**src/design/ifc_pkg.sv**
```systemverilog
`timescale 1ns / 1ps
// ----------------------------------------------------------------------------
// Instant fuel consumption filter package
// Shared types and constants for the filter controller and datapath.
// ----------------------------------------------------------------------------
package ifc_pkg;

  localparam int unsigned CfgIdxW = 3;
  localparam int unsigned CfgDataW = 16;

  localparam logic [CfgIdxW-1:0] REG_MAX_DIST = 3'd0;
  localparam logic [CfgIdxW-1:0] REG_MAX_HOUR = 3'd1;
  localparam logic [CfgIdxW-1:0] REG_MOVING = 3'd2;
  localparam logic [CfgIdxW-1:0] REG_STOPPED = 3'd3;
  localparam logic [CfgIdxW-1:0] REG_IDLE_DIV = 3'd4;
  localparam logic [CfgIdxW-1:0] REG_RPM_FLOOR = 3'd5;

  localparam logic [15:0] TurnOnReading = 16'd200;
  localparam int unsigned DivW = 32;

  typedef struct packed {
    logic        ignition_on;
    logic [15:0] odometer_cm;
    logic [15:0] fuel_amount;
    logic        fuel_ok;
    logic        speed_fault;
    logic [15:0] vehicle_speed;
    logic [13:0] engine_rpm;
    logic        rpm_ok;
  } in_item_t;

  typedef struct packed {
    logic [15:0] consumption;
    logic        unit_hourly;
    logic        reading_valid;
  } out_item_t;

  typedef struct packed {
    logic [15:0] max_per_distance;
    logic [15:0] max_per_hour;
    logic [15:0] moving_speed;
    logic [15:0] stopped_speed;
    logic [15:0] idle_divisor;
    logic [13:0] rpm_floor;
  } cfg_t;

  // Controller to datapath commands
  typedef struct packed {
    logic load;      // capture item, run front-end filter
    logic avg;       // take the averages, advance the smoothed value
    logic div_start; // start a divider run
    logic div_sel;
    logic finish;    // commit reading
  } dp_cmd_t;

  localparam logic DIV_DIST = 1'b0;
  localparam logic DIV_HOUR = 1'b1;

  typedef struct packed {
    logic div_done;
    logic ign;
    logic good;
    logic dist_mode;
    logic hour_mode;
  } dp_sts_t;

endpackage

```
**src/design/ifc_stream_if.sv**
```systemverilog
`timescale 1ns / 1ps
// ----------------------------------------------------------------------------
// Stream channel
// Valid/ready channel carrying one payload of parameter type.
// ----------------------------------------------------------------------------
interface ifc_stream_if #(parameter type payload_t = logic);
  logic     valid;
  logic     ready;
  payload_t data;
  modport source(output valid, output data, input ready);
  modport sink(input valid, input data, output ready);
endinterface

```
**src/design/ifc_divider.sv**
```systemverilog
`timescale 1ns / 1ps
// ----------------------------------------------------------------------------
// Serial divider
// Restoring divider, one quotient bit per cycle, 32 by 32 bits.
// ----------------------------------------------------------------------------
module ifc_divider (
  input  logic        clk_i,
  input  logic        rst_ni,
  input  logic        start_i,
  input  logic [31:0] dividend_i,
  input  logic [31:0] divisor_i,
  output logic        done_o,
  output logic [31:0] quot_o
);
  import ifc_pkg::*;

  logic [31:0] quot_q, quot_d;
  logic [32:0] rem_q, rem_d;
  logic [31:0] den_q;
  logic [5:0]  cnt_q, cnt_d;
  logic        busy_q, busy_d, done_q, done_d;
  logic [32:0] trial;

  always_comb begin
    trial = {rem_q[31:0], quot_q[31]};
    quot_d = quot_q;
    rem_d = rem_q;
    cnt_d = cnt_q;
    busy_d = busy_q;
    done_d = 1'b0;
    if (start_i) begin
      quot_d = dividend_i;
      rem_d = '0;
      cnt_d = 6'(DivW);
      busy_d = 1'b1;
    end else if (busy_q) begin
      // shift in one bit, subtract when it fits
      if (trial >= {1'b0, den_q}) begin
        rem_d = trial - {1'b0, den_q};
        quot_d = {quot_q[30:0], 1'b1};
      end else begin
        rem_d = trial;
        quot_d = {quot_q[30:0], 1'b0};
      end
      cnt_d = cnt_q - 6'd1;
      if (cnt_q == 6'd1) begin
        busy_d = 1'b0;
        done_d = 1'b1;
      end
    end
  end

  always_ff @(posedge clk_i or negedge rst_ni) begin
    if (!rst_ni) begin
      cnt_q <= '0;
      busy_q <= 1'b0;
      done_q <= 1'b0;
    end else begin
      cnt_q <= cnt_d;
      busy_q <= busy_d;
      done_q <= done_d;
    end
  end

  always_ff @(posedge clk_i) begin
    quot_q <= quot_d;
    rem_q <= rem_d;
    if (start_i) den_q <= divisor_i;
  end

  assign done_o = done_q;
  assign quot_o = quot_q;
endmodule

```
**src/design/ifc_datapath.sv**
```systemverilog
`timescale 1ns / 1ps
// ----------------------------------------------------------------------------
// Filter datapath
// Histories, dropout filter, slew, hysteresis and clamps around a divider.
// ----------------------------------------------------------------------------
module ifc_datapath #(
  parameter int unsigned FUEL_TAPS = 5,
  parameter int unsigned DIST_TAPS = 2
) (
  input  logic              clk_i,
  input  logic              rst_ni,
  input  ifc_pkg::cfg_t     cfg_i,
  input  ifc_pkg::in_item_t item_i,
  input  ifc_pkg::dp_cmd_t  cmd_i,
  output ifc_pkg::dp_sts_t  sts_o,
  output ifc_pkg::out_item_t res_o
);
  import ifc_pkg::*;

  localparam int unsigned FSumW = 16 + $clog2(FUEL_TAPS + 1);
  localparam int unsigned DSumW = 16 + $clog2(DIST_TAPS + 1);
  // reciprocal scaling, exact for every sum the histories can hold
  localparam int unsigned FShift = FSumW + 4;
  localparam int unsigned DShift = DSumW + 4;
  localparam int unsigned FProdW = FSumW + FShift;
  localparam int unsigned DProdW = DSumW + DShift;
  localparam logic [63:0] FMul =
    ((64'd1 << FShift) + 64'(FUEL_TAPS) - 64'd1) / 64'(FUEL_TAPS);
  localparam logic [63:0] DMul =
    ((64'd1 << DShift) + 64'(DIST_TAPS) - 64'd1) / 64'(DIST_TAPS);

  in_item_t    it_q;
  logic [15:0] prev_odo_q, prev_fuel_q, smooth_q, held_q, cur_q;
  logic        ign_seen_q, primed_q, drop_q, change_q, unit_q, valid_q;
  logic [15:0] fhist_q [FUEL_TAPS];
  logic [15:0] dhist_q [DIST_TAPS];
  logic [15:0] davg_q;

  logic [15:0] odo_delta, fuel_f, prev_fuel_n;
  logic        drop_n;
  logic [FSumW-1:0] fsum;
  logic [DSumW-1:0] dsum;
  logic [FProdW-1:0] fprod;
  logic [DProdW-1:0] dprod;
  logic [15:0] favg, davg;
  logic        good;
  logic [31:0] div_a, div_b, quot;
  logic        div_done;

  assign good = it_q.fuel_ok && !it_q.speed_fault;

  // distance delta and dropout filter on the incoming item
  always_comb begin
    if (item_i.odometer_cm >= prev_odo_q) odo_delta = item_i.odometer_cm - prev_odo_q;
    else odo_delta = item_i.odometer_cm - prev_odo_q - 16'd1;
    fuel_f = item_i.fuel_amount;
    drop_n = drop_q;
    prev_fuel_n = prev_fuel_q;
    if (item_i.fuel_amount == 16'd0 && prev_fuel_q != 16'd0 && !drop_q) begin
      fuel_f = prev_fuel_q;
      drop_n = 1'b1;
    end else begin
      if (drop_q) begin
        drop_n = 1'b0;
        if (item_i.fuel_amount > prev_fuel_q) fuel_f = item_i.fuel_amount - prev_fuel_q;
        else if (item_i.fuel_amount > 16'd0) fuel_f = item_i.fuel_amount - 16'd1;
      end
      prev_fuel_n = fuel_f;
    end
  end

  // history sums
  always_comb begin
    fsum = '0;
    for (int i = 0; i < FUEL_TAPS; i++) fsum = fsum + FSumW'(fhist_q[i]);
    dsum = '0;
    for (int i = 0; i < DIST_TAPS; i++) dsum = dsum + DSumW'(dhist_q[i]);
  end

  // averages by reciprocal multiplication
  assign fprod = FProdW'(fsum) * FProdW'(FMul);
  assign dprod = DProdW'(dsum) * DProdW'(DMul);
  assign favg = fprod[FShift +: 16];
  assign davg = dprod[DShift +: 16];

  // divider operand selection
  always_comb begin
    unique case (cmd_i.div_sel)
      DIV_DIST: begin div_a = 32'(smooth_q) * 32'd1000; div_b = 32'(davg_q); end
      default:  begin div_a = 32'(smooth_q) * 32'd36; div_b = 32'(cfg_i.idle_divisor); end
    endcase
  end

  ifc_divider u_div (
    .clk_i, .rst_ni, .start_i(cmd_i.div_start), .dividend_i(div_a),
    .divisor_i(div_b), .done_o(div_done), .quot_o(quot)
  );

  // slew of smoothed value toward favg
  function automatic logic [15:0] slew(logic [15:0] last, logic [15:0] avg);
    logic [15:0] gap;
    begin
      gap = '0;
      slew = last;
      if (last > avg) begin
        gap = (last - avg) >> 2;
        if (avg == 16'd0) slew = '0;
        else slew = (gap == 16'd0) ? last - 16'd1 : last - gap;
      end else if (last < avg) begin
        gap = (avg - last) >> 2;
        slew = (gap == 16'd0) ? last + 16'd1 : last + gap;
      end
    end
  endfunction

  // final reading
  logic [15:0] r_sat, r, hd, cur_n, held_n, dmag;
  logic        change_n, unit_n, valid_n;
  logic [31:0] rounded;
  logic [39:0] tenth_prod;
  always_comb begin
    rounded = quot + 32'd5;
    // divide by ten; exact for every operand below 2^20
    tenth_prod = 40'(rounded[19:0]) * 40'd838861;
    r_sat = '0;
    r = '0;
    dmag = '0;
    cur_n = cur_q;
    held_n = held_q;
    change_n = change_q;
    unit_n = unit_q;
    valid_n = valid_q;
    hd = cur_q;
    if (!good) begin
      cur_n = held_q;
      valid_n = 1'b0;
    end else if (sts_o.dist_mode) begin
      // the /10 of the rounded quotient: quot holds the raw quotient here
      if (davg_q != 16'd0) r_sat = (quot > 32'd655345) ? 16'hFFFF
                                   : tenth_prod[38:23];
      else if (smooth_q > 16'd1) r_sat = cfg_i.max_per_distance;
      else r_sat = '0;
      r = r_sat;
      held_n = hd;
      dmag = (r > hd) ? r - hd : hd - r;
      if (dmag > 16'd1) begin
        held_n = r;
        change_n = 1'b1;
      end else if (!change_q) r = hd;
      else change_n = 1'b0;
      if (r > cfg_i.max_per_distance) r = cfg_i.max_per_distance;
      cur_n = r;
      unit_n = 1'b0;
      valid_n = 1'b1;
    end else if (sts_o.hour_mode) begin
      if (cfg_i.idle_divisor == 16'd0) r_sat = 16'hFFFF;
      else r_sat = (quot > 32'h0000FFFF) ? 16'hFFFF : quot[15:0];
      cur_n = (r_sat > cfg_i.max_per_hour) ? cfg_i.max_per_hour : r_sat;
      unit_n = 1'b1;
      valid_n = 1'b1;
    end
    if (it_q.engine_rpm <= cfg_i.rpm_floor || !it_q.rpm_ok) cur_n = '0;
  end

  always_ff @(posedge clk_i or negedge rst_ni) begin
    if (!rst_ni) begin
      prev_odo_q <= '0; prev_fuel_q <= '0; smooth_q <= '0; held_q <= '0;
      cur_q <= '0; ign_seen_q <= 1'b0; primed_q <= 1'b0; drop_q <= 1'b0;
      change_q <= 1'b0; unit_q <= 1'b0; valid_q <= 1'b0;
      davg_q <= '0;
      for (int i = 0; i < FUEL_TAPS; i++) fhist_q[i] <= '0;
      for (int i = 0; i < DIST_TAPS; i++) dhist_q[i] <= '0;
    end else begin
      if (cmd_i.load) begin
        if (!item_i.ignition_on) ign_seen_q <= 1'b0;
        else begin
          if (!ign_seen_q) begin
            ign_seen_q <= 1'b1;
            cur_q <= TurnOnReading;
          end
          prev_odo_q <= item_i.odometer_cm;
          if (item_i.fuel_ok && !item_i.speed_fault) begin
            drop_q <= drop_n;
            prev_fuel_q <= prev_fuel_n;
            primed_q <= 1'b1;
            // shift histories, priming fills all taps first
            for (int i = 1; i < FUEL_TAPS; i++)
              fhist_q[i] <= primed_q ? fhist_q[i-1] : fuel_f;
            fhist_q[0] <= fuel_f;
            for (int i = 1; i < DIST_TAPS; i++)
              dhist_q[i] <= primed_q ? dhist_q[i-1] : odo_delta;
            dhist_q[0] <= odo_delta;
          end
        end
      end
      if (cmd_i.avg) begin
        smooth_q <= slew(smooth_q, favg);
        davg_q <= davg;
      end
      if (cmd_i.finish) begin
        cur_q <= cur_n; held_q <= held_n; change_q <= change_n;
        unit_q <= unit_n; valid_q <= valid_n;
      end
    end
  end

  always_ff @(posedge clk_i) begin
    if (cmd_i.load) it_q <= item_i;
  end

  assign sts_o.div_done = div_done;
  assign sts_o.ign = it_q.ignition_on;
  assign sts_o.good = good;
  assign sts_o.dist_mode = it_q.vehicle_speed >= cfg_i.moving_speed;
  assign sts_o.hour_mode = it_q.vehicle_speed < cfg_i.stopped_speed;
  assign res_o.consumption = cur_q;
  assign res_o.unit_hourly = unit_q;
  assign res_o.reading_valid = valid_q;
endmodule

```
**src/design/ifc_controller.sv**
```systemverilog
`timescale 1ns / 1ps
// ----------------------------------------------------------------------------
// Filter controller
// Sequences capture, the averaging step, the reading division and output.
// ----------------------------------------------------------------------------
module ifc_controller (
  input  logic             clk_i,
  input  logic             rst_ni,
  input  logic             in_valid_i,
  output logic             in_ready_o,
  output logic             out_valid_o,
  input  logic             out_ready_i,
  input  ifc_pkg::dp_sts_t sts_i,
  output ifc_pkg::dp_cmd_t cmd_o
);
  import ifc_pkg::*;

  localparam logic [2:0] S_IDLE = 3'd0;
  localparam logic [2:0] S_AVG  = 3'd1;
  localparam logic [2:0] S_READ = 3'd2;
  localparam logic [2:0] S_FIN  = 3'd3;
  localparam logic [2:0] S_OUT  = 3'd4;

  logic [2:0] state_q, state_d;
  logic       sel_q, sel_d;
  logic       started_q, started_d;

  always_comb begin
    state_d = state_q;
    sel_d = sel_q;
    started_d = 1'b0;
    cmd_o = '0;
    cmd_o.div_sel = sel_q;
    in_ready_o = (state_q == S_IDLE);
    out_valid_o = (state_q == S_OUT);
    unique case (state_q)
      S_IDLE: if (in_valid_i) begin
        cmd_o.load = 1'b1;
        state_d = S_AVG;
      end
      S_AVG: begin
        // drop ignition-off ticks, skip the filter on invalid samples
        if (!sts_i.ign) state_d = S_IDLE;
        else if (!sts_i.good) state_d = S_FIN;
        else begin
          cmd_o.avg = 1'b1;
          state_d = S_READ;
          sel_d = sts_i.dist_mode ? DIV_DIST : DIV_HOUR;
        end
      end
      S_READ: begin
        // launch then wait for the division
        if (!started_q) begin
          cmd_o.div_start = 1'b1; started_d = 1'b1;
        end else if (sts_i.div_done) state_d = S_FIN;
        else started_d = 1'b1;
      end
      S_FIN: begin
        cmd_o.finish = 1'b1;
        state_d = S_OUT;
      end
      S_OUT: if (out_ready_i) state_d = S_IDLE;
      default: state_d = S_IDLE;
    endcase
  end

  always_ff @(posedge clk_i or negedge rst_ni) begin
    if (!rst_ni) begin
      state_q <= S_IDLE;
      sel_q <= DIV_DIST;
      started_q <= 1'b0;
    end else begin
      state_q <= state_d;
      sel_q <= sel_d;
      started_q <= started_d;
    end
  end
endmodule

```
**src/design/instant_fuel_consumption_filter.sv**
```systemverilog
`timescale 1ns / 1ps
// ----------------------------------------------------------------------------
// Instant fuel consumption filter
// Per-tick fuel smoothing with L/100km or L/h reading.
// ----------------------------------------------------------------------------
// Usage: one tick item enters on in_ch; one reading leaves on out_ch for each
// tick with the ignition on, none for ticks with it off. Configuration is to be
// written on cfg_we_i / cfg_idx_i / cfg_data_i by the user only while the block
// is idle; the block itself does not enforce this. One item at a time: an
// ignition-off tick frees the input after the averaging state; an invalid
// sample shows its reading after the averaging and finish states; a normal
// tick shows its reading after the averaging step, one pass through the 32-bit
// serial divider and the finish state. The input is ready again in the cycle
// after the reading transfer. The result sits in the output register until
// taken; a stalled receiver holds the block and the next tick waits on
// in_ch. Reset restores filter, control and configuration defaults and
// clears histories.
// ----------------------------------------------------------------------------
module instant_fuel_consumption_filter #(
  parameter int unsigned FUEL_TAPS = 5,
  parameter int unsigned DIST_TAPS = 2
) (
  input  logic                           clk_i,
  input  logic                           rst_ni,
  ifc_stream_if.sink                     in_ch,
  ifc_stream_if.source                   out_ch,
  input  logic                           cfg_we_i,
  input  logic [ifc_pkg::CfgIdxW-1:0]    cfg_idx_i,
  input  logic [ifc_pkg::CfgDataW-1:0]   cfg_data_i
);
  import ifc_pkg::*;

  cfg_t     cfg_q;
  dp_cmd_t  cmd;
  dp_sts_t  sts;
  out_item_t res;

  // configuration registers
  always_ff @(posedge clk_i or negedge rst_ni) begin
    if (!rst_ni) begin
      cfg_q.max_per_distance <= 16'd300;
      cfg_q.max_per_hour <= 16'd300;
      cfg_q.moving_speed <= 16'd5;
      cfg_q.stopped_speed <= 16'd3;
      cfg_q.idle_divisor <= 16'd2000;
      cfg_q.rpm_floor <= 14'd170;
    end else if (cfg_we_i) begin
      unique case (cfg_idx_i)
        REG_MAX_DIST:  cfg_q.max_per_distance <= cfg_data_i;
        REG_MAX_HOUR:  cfg_q.max_per_hour <= cfg_data_i;
        REG_MOVING:    cfg_q.moving_speed <= cfg_data_i;
        REG_STOPPED:   cfg_q.stopped_speed <= cfg_data_i;
        REG_IDLE_DIV:  cfg_q.idle_divisor <= cfg_data_i;
        REG_RPM_FLOOR: cfg_q.rpm_floor <= cfg_data_i[13:0];
        default: ;
      endcase
    end
  end

  ifc_controller u_ctrl (
    .clk_i, .rst_ni,
    .in_valid_i(in_ch.valid), .in_ready_o(in_ch.ready),
    .out_valid_o(out_ch.valid), .out_ready_i(out_ch.ready),
    .sts_i(sts), .cmd_o(cmd)
  );

  ifc_datapath #(.FUEL_TAPS(FUEL_TAPS), .DIST_TAPS(DIST_TAPS)) u_dp (
    .clk_i, .rst_ni, .cfg_i(cfg_q), .item_i(in_ch.data),
    .cmd_i(cmd), .sts_o(sts), .res_o(res)
  );

  assign out_ch.data = res;
endmodule

```
**src/flat_wrapper.sv**
```systemverilog
// flat-port wrapper written by rule: the top's interface ports become plain ports
module instant_fuel_consumption_filter_flat import ifc_pkg::*;
#(
  parameter int unsigned FUEL_TAPS = 5,
  parameter int unsigned DIST_TAPS = 2
)
  (clk_i, rst_ni, cfg_we_i, cfg_idx_i, cfg_data_i, in_ch_valid, in_ch_data, in_ch_ready, out_ch_valid, out_ch_data, out_ch_ready);
  ifc_stream_if #(.payload_t(in_item_t)) in_ch_i ();
  ifc_stream_if #(.payload_t(out_item_t)) out_ch_i ();
  input  logic clk_i;
  input  logic rst_ni;
  input  logic cfg_we_i;
  input  logic [ifc_pkg::CfgIdxW-1:0] cfg_idx_i;
  input  logic [ifc_pkg::CfgDataW-1:0] cfg_data_i;
  input wire logic [$bits(in_ch_i.valid)-1:0] in_ch_valid;
  input wire logic [$bits(in_ch_i.data)-1:0] in_ch_data;
  output wire logic [$bits(in_ch_i.ready)-1:0] in_ch_ready;
  output wire logic [$bits(out_ch_i.valid)-1:0] out_ch_valid;
  output wire logic [$bits(out_ch_i.data)-1:0] out_ch_data;
  input wire logic [$bits(out_ch_i.ready)-1:0] out_ch_ready;
  assign in_ch_i.valid = in_ch_valid;
  assign in_ch_i.data = in_ch_data;
  assign in_ch_ready = in_ch_i.ready;
  assign out_ch_valid = out_ch_i.valid;
  assign out_ch_data = out_ch_i.data;
  assign out_ch_i.ready = out_ch_ready;
  instant_fuel_consumption_filter #(.FUEL_TAPS(FUEL_TAPS), .DIST_TAPS(DIST_TAPS)) u_core (.clk_i(clk_i), .rst_ni(rst_ni), .in_ch(in_ch_i), .out_ch(out_ch_i), .cfg_we_i(cfg_we_i), .cfg_idx_i(cfg_idx_i), .cfg_data_i(cfg_data_i));
endmodule
```
**config.mk**
```make
export PLATFORM = sky130hd
export DESIGN_NAME = instant_fuel_consumption_filter_flat
export DESIGN_NICKNAME = d
export VERILOG_FILES = /design/src/design/ifc_pkg.sv /design/src/design/ifc_stream_if.sv /design/src/design/ifc_divider.sv /design/src/design/ifc_datapath.sv /design/src/design/ifc_controller.sv /design/src/design/instant_fuel_consumption_filter.sv /design/src/flat_wrapper.sv
export SDC_FILE = /design/constraint.sdc
export NUM_CORES = 2
export LEC_CHECK = 0
export ABC_AREA = 1
export BUFFER_PORTS_ARGS = -buffer_cell sky130_fd_sc_hd__buf_2
export CAP_MARGIN = 10
export CORE_MARGIN = 10
export CORE_UTILIZATION = 55
export DETAILED_ROUTE_END_ITERATION = 10
export GPL_ROUTABILITY_DRIVEN = 0
export PLACE_DENSITY = 0.74
export RECOVER_POWER = 50
export SYNTH_ARGS = -nofsm -noshare
export SYNTH_HDL_FRONTEND = slang
export SYNTH_SLANG_ARGS = --single-unit
```
**constraint.sdc**
```tcl
create_clock -name clk_i -period 12.45 [get_ports clk_i]
set_input_delay 0.6225 -clock clk_i [delete_from_list [all_inputs] [get_ports clk_i]]
set_output_delay 0.6225 -clock clk_i [all_outputs]
set_load 0.01 [all_outputs]
```
==> reports/qor.txt <==
Outcome -> finished, violations left
Failing checks -> max-capacitance violations, max-slew violations
CTS max path bufs -> 3
Tcrit/Tclk final -> 0.959
Antenna viol nets, final -> 0
Sink Count -> 419
Pre-CTS setup slack -> -0.167 ns
Synthesized area -> 0.0495 sq mm
Endpoints failing setup -> 0
1st-iter DRT viols -> 3795
Slowest cell on the critical path -> fa_1
Placed cell area -> 0.0516 sq mm
Hold worst-path end -> u_core.u_dp.it_q[18]$_DFFE_PP_
Inserted Clock Buffers -> 50
GRT Total Usage -> 0.259
Area delta synth->final -> 9.45%
Synthesized area per cell -> 7.52 sq um
Fin nets -> 7817
Detailed-route DRC error count -> 0
Detailed-route via count -> 44158
Synth Register Bits -> 419
Cells on worst reg2reg path -> 57
Sequential share of the synthesized area -> 0.217
Hold WC Path Type -> in -> reg
Mapped Cells -> 6583
Hold path start -> in_ch_data[18]
Slew Limit Fails -> 233
Number of global-route vias before repair -> 42804
Final Hold Vio Count -> 0
WP data arrival -> 12.47 ns
Pin count of the biggest net entering global routing -> 155
Warning count from the yosys run -> 0
Drt first pass iters -> 8
Starting Density -> 0.558
Worst EP required -> 12.98 ns
Final setup margin -> 0.509 ns
Post-synth top area cell -> ha_1
Avg Vias per Cell -> 5.58
Most common cell after layout, fill and taps aside -> nand2_1
Post-DR wirelength/cell -> 17.1 microns
CTS tree -> done
Post-synth EDFFs -> 82
Final min period -> 11.94 ns
Worst-margin pin slew -> 5.43 ns
Cell variety after synth -> 64
Setup crit end kind -> flip-flop
Die height -> 320 microns
Die Area -> 0.102 sq mm
Startpoint type of the worst setup path -> flip-flop
Detailed Place HPWL -> 108000 microns
Max-cap viol count -> 3
Drt total wl -> 136000 microns
First-pass GRT wire length -> 219000 microns
Post-synth top area share -> 0.172
Largest stage delay, worst path -> 0.54 ns
Flop2flop setup slack -> 0.51 ns
Layout cells sized above 1 -> 0.0708
Commonest non-fill, non-tap cells in the layout -> nand2_1, inv_1, ha_1
Dominant cells by area after synthesis -> ha_1, dfrtp_1, fa_1
Worst-Skew Late Latency -> 0.65 ns
Area occupied by multi-input gates -> 0.0340 sq mm
Clock slew at reported path FFs -> 0.07 ns
Worst r2r src -> u_core.u_dp.fhist_q[3]$_DFFE_PN0P_
Crit-path most repeated cell -> inv_1
Clk Tree Root Cell -> clkbuf_16
Main synth FF type -> dfrtp_1
Rel. slew slack -> -2.62
Final Cell Area -> 0.0542 sq mm
Core ar. -> 0.0888 sq mm
Reg area -> 0.0108 sq mm
Skew final -> 0.0672 ns
RSZ-0062 raised after global routing -> yes
Fmax -> 83.7 MHz
GRT overflow -> 0
Syn Nets -> 7692
Worst hold stages -> 1
Initial antenna violation count -> 2
Critical path class -> reg -> reg
Worst Path Max Fanout -> 5
Asr flop ratio synth -> 0.728
FP Rows -> 109
Die Wd -> 320 microns
Reg2reg end -> u_core.u_dp.smooth_q[13]$_DFFE_PN0P_
# IOs -> 110
Port Buffers -> 109
Filler cells -> 7893
H-tree depth -> 2
## logic make-up (layout without fill, tap and decap cells)
| family | after synthesis | after routing | synth area share |
|---|---|---|---|
| compound gates | 1255 | 1255 | 0.138 |
| flops | 419 | 419 | 0.217 |
| buf+inv | 1425 | 1592 | 0.109 |
| other cells | 0 | 1 | 0 |
| simple gates | 2246 | 2246 | 0.187 |
| fa+ha+maj | 1019 | 1019 | 0.309 |
| xor+xnor | 219 | 219 | 0.0387 |
## final cells by class
| cell class | instances | share of cell area |
|---|---|---|
| inverters | 1275 | 0.0884 |
| flip-flops and latches | 419 | 0.199 |
| clock inverters | 22 | 0.00633 |
| clock buffers | 72 | 0.0257 |
| diodes | 1 | 0.0000462 |
| repair buffers | 223 | 0.0257 |
| well taps | 1165 | 0.0269 |
| multi-input cells | 4739 | 0.628 |
## synthesized netlist by cell type (6+ instances only)
master	n
nand2_1	1365
inv_1	1263
ha_1	680
a21oi_1	537
o21ai_0	482
nor2_1	435
fa_1	339
dfrtp_1	283
nand3_1	222
xor2_1	154
clkbuf_1	114
edfxtp_1	82
nor3_1	74
xnor2_1	65
nand4_1	63
o211ai_1	42
a31oi_1	34
dfxtp_1	32
a21o_1	29
nor4_1	28
a22oi_1	26
dfstp_2	22
o21bai_1	18
buf_2	15
nand2_2	15
o22ai_1	15
o21a_1	13
a21boi_0	12
buf_1	12
or2_2	12
nand3b_1	8
o2111ai_1	8
a211oi_1	6
clkinv_1	6
inv_2	6
nand2_4	6
## metal layers
layer	vias to the layer above	global-route usage	share of wire
met3	304	0.0464	0.076
li1	21451	-	-
met1	20853	0.341	0.43
met4	4	0.0830	0.035
met5	-	0	0.00018
met2	1546	0.428	0.46
## metrics by stage
step	cells	TNS, ns	utilization	hold slack (ns)
final	7916	0	0.610	0.146
after global routing	7915	-0.523	0.610	0.111
after CTS	7893	0	0.601	0.0134
after detailed placement	7796	-0.225	0.581	0.460
after global placement	7796	0	0.581	0.448
after floorplan	6583	0	-	0.327
## worst max-delay path by stage
stage / from / to / slack, ns / depth (start not counted)
after floorplan: u_core.u_dp.fhist_q[3]$_DFFE_PN0P_ / u_core.u_dp.smooth_q[12]$_DFFE_PN0P_ / 0.71 / 70
after global placement: u_core.u_dp.fhist_q[3]$_DFFE_PN0P_ / u_core.u_dp.smooth_q[12]$_DFFE_PN0P_ / 0.23 / 68
after detailed placement: u_core.u_dp.fhist_q[17]$_DFFE_PN0P_ / u_core.u_dp.smooth_q[12]$_DFFE_PN0P_ / -0.17 / 60
after CTS: u_core.u_dp.fhist_q[3]$_DFFE_PN0P_ / u_core.u_dp.smooth_q[12]$_DFFE_PN0P_ / 0.08 / 68
after global routing: u_core.u_dp.fhist_q[3]$_DFFE_PN0P_ / u_core.u_dp.smooth_q[10]$_DFFE_PN0P_ / -0.19 / 68
final: u_core.u_dp.fhist_q[3]$_DFFE_PN0P_ / u_core.u_dp.smooth_q[13]$_DFFE_PN0P_ / 0.51 / 57
## repair_timing
action                                  4_1_cts  5_1_grt
endpoints found under the hold margin         0        0
endpoints found under the setup margin        2       27
pin swaps                                     2       52
resized for setup                             6      150
hold buffers                                  0        0
buffers inserted                              3       22
## sequential cells by signal (all words and copies together) (netlist names), 3 cells and up
register                  flops
u_core.u_dp.fhist_q          80
u_core.u_dp.prev_odo_q       16
u_core.u_ctrl.state_q         3
u_core.cfg_q                 94
u_core.u_dp.u_div.cnt_q       6
u_core.u_dp.smooth_q         16
u_core.u_dp.u_div.rem_q      32
u_core.u_dp.u_div.quot_o     32
u_core.u_dp.cur_q            16
u_core.u_dp.u_div.den_q      16
u_core.u_dp.dhist_q          32
u_core.u_dp.davg_q           16
u_core.u_dp.it_q             33
u_core.u_dp.held_q           16
## worst max-delay path: cells and delay by family, from the launching register on
family	cells	cell delay (ns)
AO/OA/AOI/OAI	11	2.04
XOR/XNOR	3	0.74
adder cells (fa/ha/maj)	13	5.52
buffers and inverters	10	0.80
flip-flops	1	0.33
AND/OR/NAND/NOR	20	2.38
Power is left out: the tool's default activity adds up to more than one toggle a clock period on the data nets, which glitch-free logic cannot reach.
